===== src/rtl/span_min_max_gap_tracker_defines.svh =====
// Assertion macros for the span tracker. Both assume i_clk and i_rst_n in scope.
`ifndef SPAN_MIN_MAX_GAP_TRACKER_DEFINES_SVH
`define SPAN_MIN_MAX_GAP_TRACKER_DEFINES_SVH

`ifndef SYNTHESIS

`define SMMG_ASSERT_IMPL(lbl, ante, cons) \
    lbl: assert property (@(posedge i_clk) disable iff (!i_rst_n) (ante) |-> (cons)) \
        else $error("smmg check failed");

`define SMMG_ASSERT_NEXT(lbl, ante, cons) \
    lbl: assert property (@(posedge i_clk) disable iff (!i_rst_n) (ante) |=> (cons)) \
        else $error("smmg check failed");

`else

`define SMMG_ASSERT_IMPL(lbl, ante, cons)
`define SMMG_ASSERT_NEXT(lbl, ante, cons)

`endif

`endif


===== src/rtl/smmg_alu.sv =====
`timescale 1ns / 1ps
`default_nettype none

// Shared subtract and compare: difference of two biased values and a test
// against the current smallest gap.
module smmg_alu (
    input  wire logic [31:0] i_a,
    input  wire logic [31:0] i_b,
    input  wire logic [31:0] i_lim,
    output logic      [31:0] o_diff,
    output logic             o_less
);

    assign o_diff = i_a - i_b;
    assign o_less = (o_diff < i_lim);

endmodule

`default_nettype wire


===== config.mk =====
export PLATFORM = sky130hd
export DESIGN_NAME = smmg_alu
export DESIGN_NICKNAME = d
export VERILOG_FILES = /design/src/rtl/span_min_max_gap_tracker_defines.svh /design/src/rtl/smmg_alu.sv
export SDC_FILE = /design/constraint.sdc
export NUM_CORES = 1
export LEC_CHECK = 0
export BUFFER_PORTS_ARGS = -buffer_cell sky130_fd_sc_hd__buf_2
export CORE_UTILIZATION = 49
export DETAILED_ROUTE_END_ITERATION = 16
export GPL_TIMING_DRIVEN = 0
export PLACE_DENSITY = 0.85
export SETUP_SLACK_MARGIN = 0.4
export SYNTH_ARGS = -nofsm -noshare
export SYNTH_HDL_FRONTEND = slang
export SYNTH_SLANG_ARGS = --single-unit

===== constraint.sdc =====
create_clock -name vclk -period 5.5
set_input_delay 0.825 -clock vclk [all_inputs]
set_output_delay 0.825 -clock vclk [all_outputs]
set_load 0.01 [all_outputs]

==> impl_metrics.json <==
{
  "critPathLaunchType": "input port",
  "crit_path_max_incr_delay_ps": 360,
  "fp.dieH_um": 75.0,
  "setup-violations-final": 0,
  "synth_cell_types": 48,
  "grt_pass1_wl_um": 11300,
  "setup.worst_path.end_class": "output pin",
  "fmax_mhz": 202,
  "gr-total-overflow": 0,
  "path_max_fanout": 4,
  "diodes": 0,
  "gp_congestion": 0.916,
  "synth_top_cell_area_share": 0.297,
  "cp_slowest_cell": "fa_2",
  "fp.dieArea_um2": 5630,
  "ant_nets": 0,
  "postCtsHoldBufs": 0,
  "avgSynthCellArea_um2": 7.10,
  "synth_fp_nets": 527,
  "io_pins": 129,
  "rows": 26,
  "p_seq_frac": 0,
  "n_sequential_cell": 0,
  "crit_path_cell_trace": "buf_6, inv_4, ha_4, fa_2, and2b_1, o2111ai_2, a21oi_4, a21oi_4, o41ai_4, buf_4, xor2_2, ha_1, a21o_1, a21oi_1, o21ai_0, nand2_1, o211ai_1, a31oi_1, buf_2",
  "num-clock-buffers": 0,
  "yosys_warnings": 0,
  "worstPathArrival_ps": 4130,
  "tightest_slew_ps": 407,
  "grt_max_degree": 9,
  "area_growth_pct": 34.9,
  "cp-startpoint": "i_a[0]",
  "route.vias.total": 3098,
  "crit_top_cell": "a21oi_4",
  "crit_type": "in -> out",
  "status": "completed",
  "synthCells": 368,
  "drv_slew": 0,
  "path_delay_family": "compound AO/OA/AOI/OAI gates",
  "irDropWorstVdd_uv": 76.0,
  "holdCritStartpoint": "i_b[0]",
  "drc": 0,
  "yosysTopAreaCell": "ha_1",
  "grt_pass1_vias": 2816,
  "hold_violations": 0,
  "final_util": 0.690,
  "wirelength_um": 7390,
  "worst_slew_margin_rel": 0.726,
  "dieWidth_um": 75.0,
  "min_period_ps": 4950,
  "drv_cap": 0,
  "grt_usage": 0.248,
  "wire_per_inst_um": 12.9,
  "finalCritPeriodShare": 0.901,
  "syn_area_um2": 2610,
  "vias_per_cell": 5.40,
  "path_buf_inv": 4,
  "pwr-share-comb": 1.000,
  "drive_above_1_share": 0.335,
  "cp.required_ps": 4680,
  "synth-seq-area-share": 0,
  "core_area_um2": 5110,
  "worst_slack_ps": 545,
  "power.density_nw_per_um2": 149,
  "p_sw_uw": 286,
  "dp_hpwl_um": 6390,
  "clock_power_share": 0,
  "tns_ps": 0,
  "rsz0062_at_grt": "yes",
  "drt-initial-drc-count": 68,
  "antenna_found_initial": 0,
  "internal-power_uw": 238,
  "num-nets-final": 665,
  "dr.pass1.iters": 5,
  "nFillCells": 449,
  "synth_area_leaders": "ha_1 (30%), inv_1 (9.8%), a21o_1 (9.2%)",
  "hold_path_class": "in -> out",
  "ff_latch_area_um2": 0,
  "initial_utilization": 0.512,
  "post-place-ws_ps": 269,
  "port_buffers": 129,
  "multiInputGateArea_um2": 2440,
  "sw_frac_of_total": 0.546,
  "cellLeakagePower_uw": 0.00213
}
==> layout by cell type (no fill, tap or decap), drive strengths merged, types with 3 or more instances in the layout <==
cell,instances
ha,62
inv,68
a21o,34
nor2b,3
a21boi,3
o21a,5
a211oi,3
nand2b,7
nand3,4
o211ai,4
and3,5
buf,140
xor2,11
a31oi,4
a311oi,3
nand4,8
o21ai,14
nor3,7
nor2,16
a21oi,36
nand2,24
xnor2,19
and4,3
==> final timing paths <==
check             cells past startpoint         to  slack [ps]
setup / recovery                     19     o_less         550
hold / removal                        4  o_diff[0]        2000
==> cell type report <==
class | instances | share of cell area
inverter | 68 | 0.0732
timing repair buffer | 136 | 0.202
multi-input combinational | 295 | 0.692
buffer | 5 | 0.00817
tap | 70 | 0.0249
==> through the flow <==
step                hold slack, ps  area (um2)  total power, uW  instances
floorplan                     1820        2610              330        368
global placement              2010        3350              474        567
detailed placement            2020        3350              489        567
CTS                           2020        3370              495        567
global route                  2030        3520              583        574
finish                        2000        3520              525        574
==> power by group through the flow <==
stage | combinational, uW | clock, uW | sequential [uW]
final | 525 | 0 | 0
after CTS | 495 | 0 | 0
after detailed placement | 489 | 0 | 0
after global placement | 474 | 0 | 0
after floorplan | 330 | 0 | 0
after global routing | 583 | 0 | 0
==> routing by layer <==
layer  GRT usage  vias to the layer above  part of all wire
met3      0.0120                       22             0.057
li1            -                     1576                 -
met4      0.0713                        0             0.024
met2       0.452                      118              0.49
met1       0.315                     1382              0.43
met5           0                        -                 0
==> repair_timing <==
item,in CTS,in global routing
setup endpoints to repair,1,1
gates cloned,0,0
setup buffers,0,7
pin swaps,2,17
endpoints found under the hold margin,0,0
gates resized for setup,3,20
==> cell usage after synthesis (2+ instances only) <==
cell / count
a211oi_1: 3
a21boi_1: 3
a21o_1: 32
a21o_2: 2
a21oi_1: 33
a21oi_2: 2
a311oi_2: 2
a31oi_1: 4
and2_1: 2
and3_1: 5
and4_1: 2
buf_2: 2
buf_4: 2
ha_1: 62
inv_1: 68
nand2_1: 24
nand2b_1: 7
nand3_1: 4
nand4_1: 8
nor2_1: 16
nor2b_1: 3
nor3_1: 7
o2111ai_1: 2
o211ai_1: 4
o21a_1: 5
o21ai_0: 11
o21ai_1: 3
o31ai_1: 2
xnor2_1: 19
xor2_1: 11
==> logic make-up (layout without fill, tap and decap cells) <==
kind of cell / count (synthesis) / count (layout) / share of synthesized area
AO/OA/AOI/OAI: 121 / 121 / 0.331
XOR/XNOR: 30 / 30 / 0.101
AND/OR/NAND/NOR: 81 / 81 / 0.155
buffers and inverters: 73 / 209 / 0.109
adder cells (fa/ha/maj): 63 / 63 / 0.305
Power figures use the tool's default switching activity.
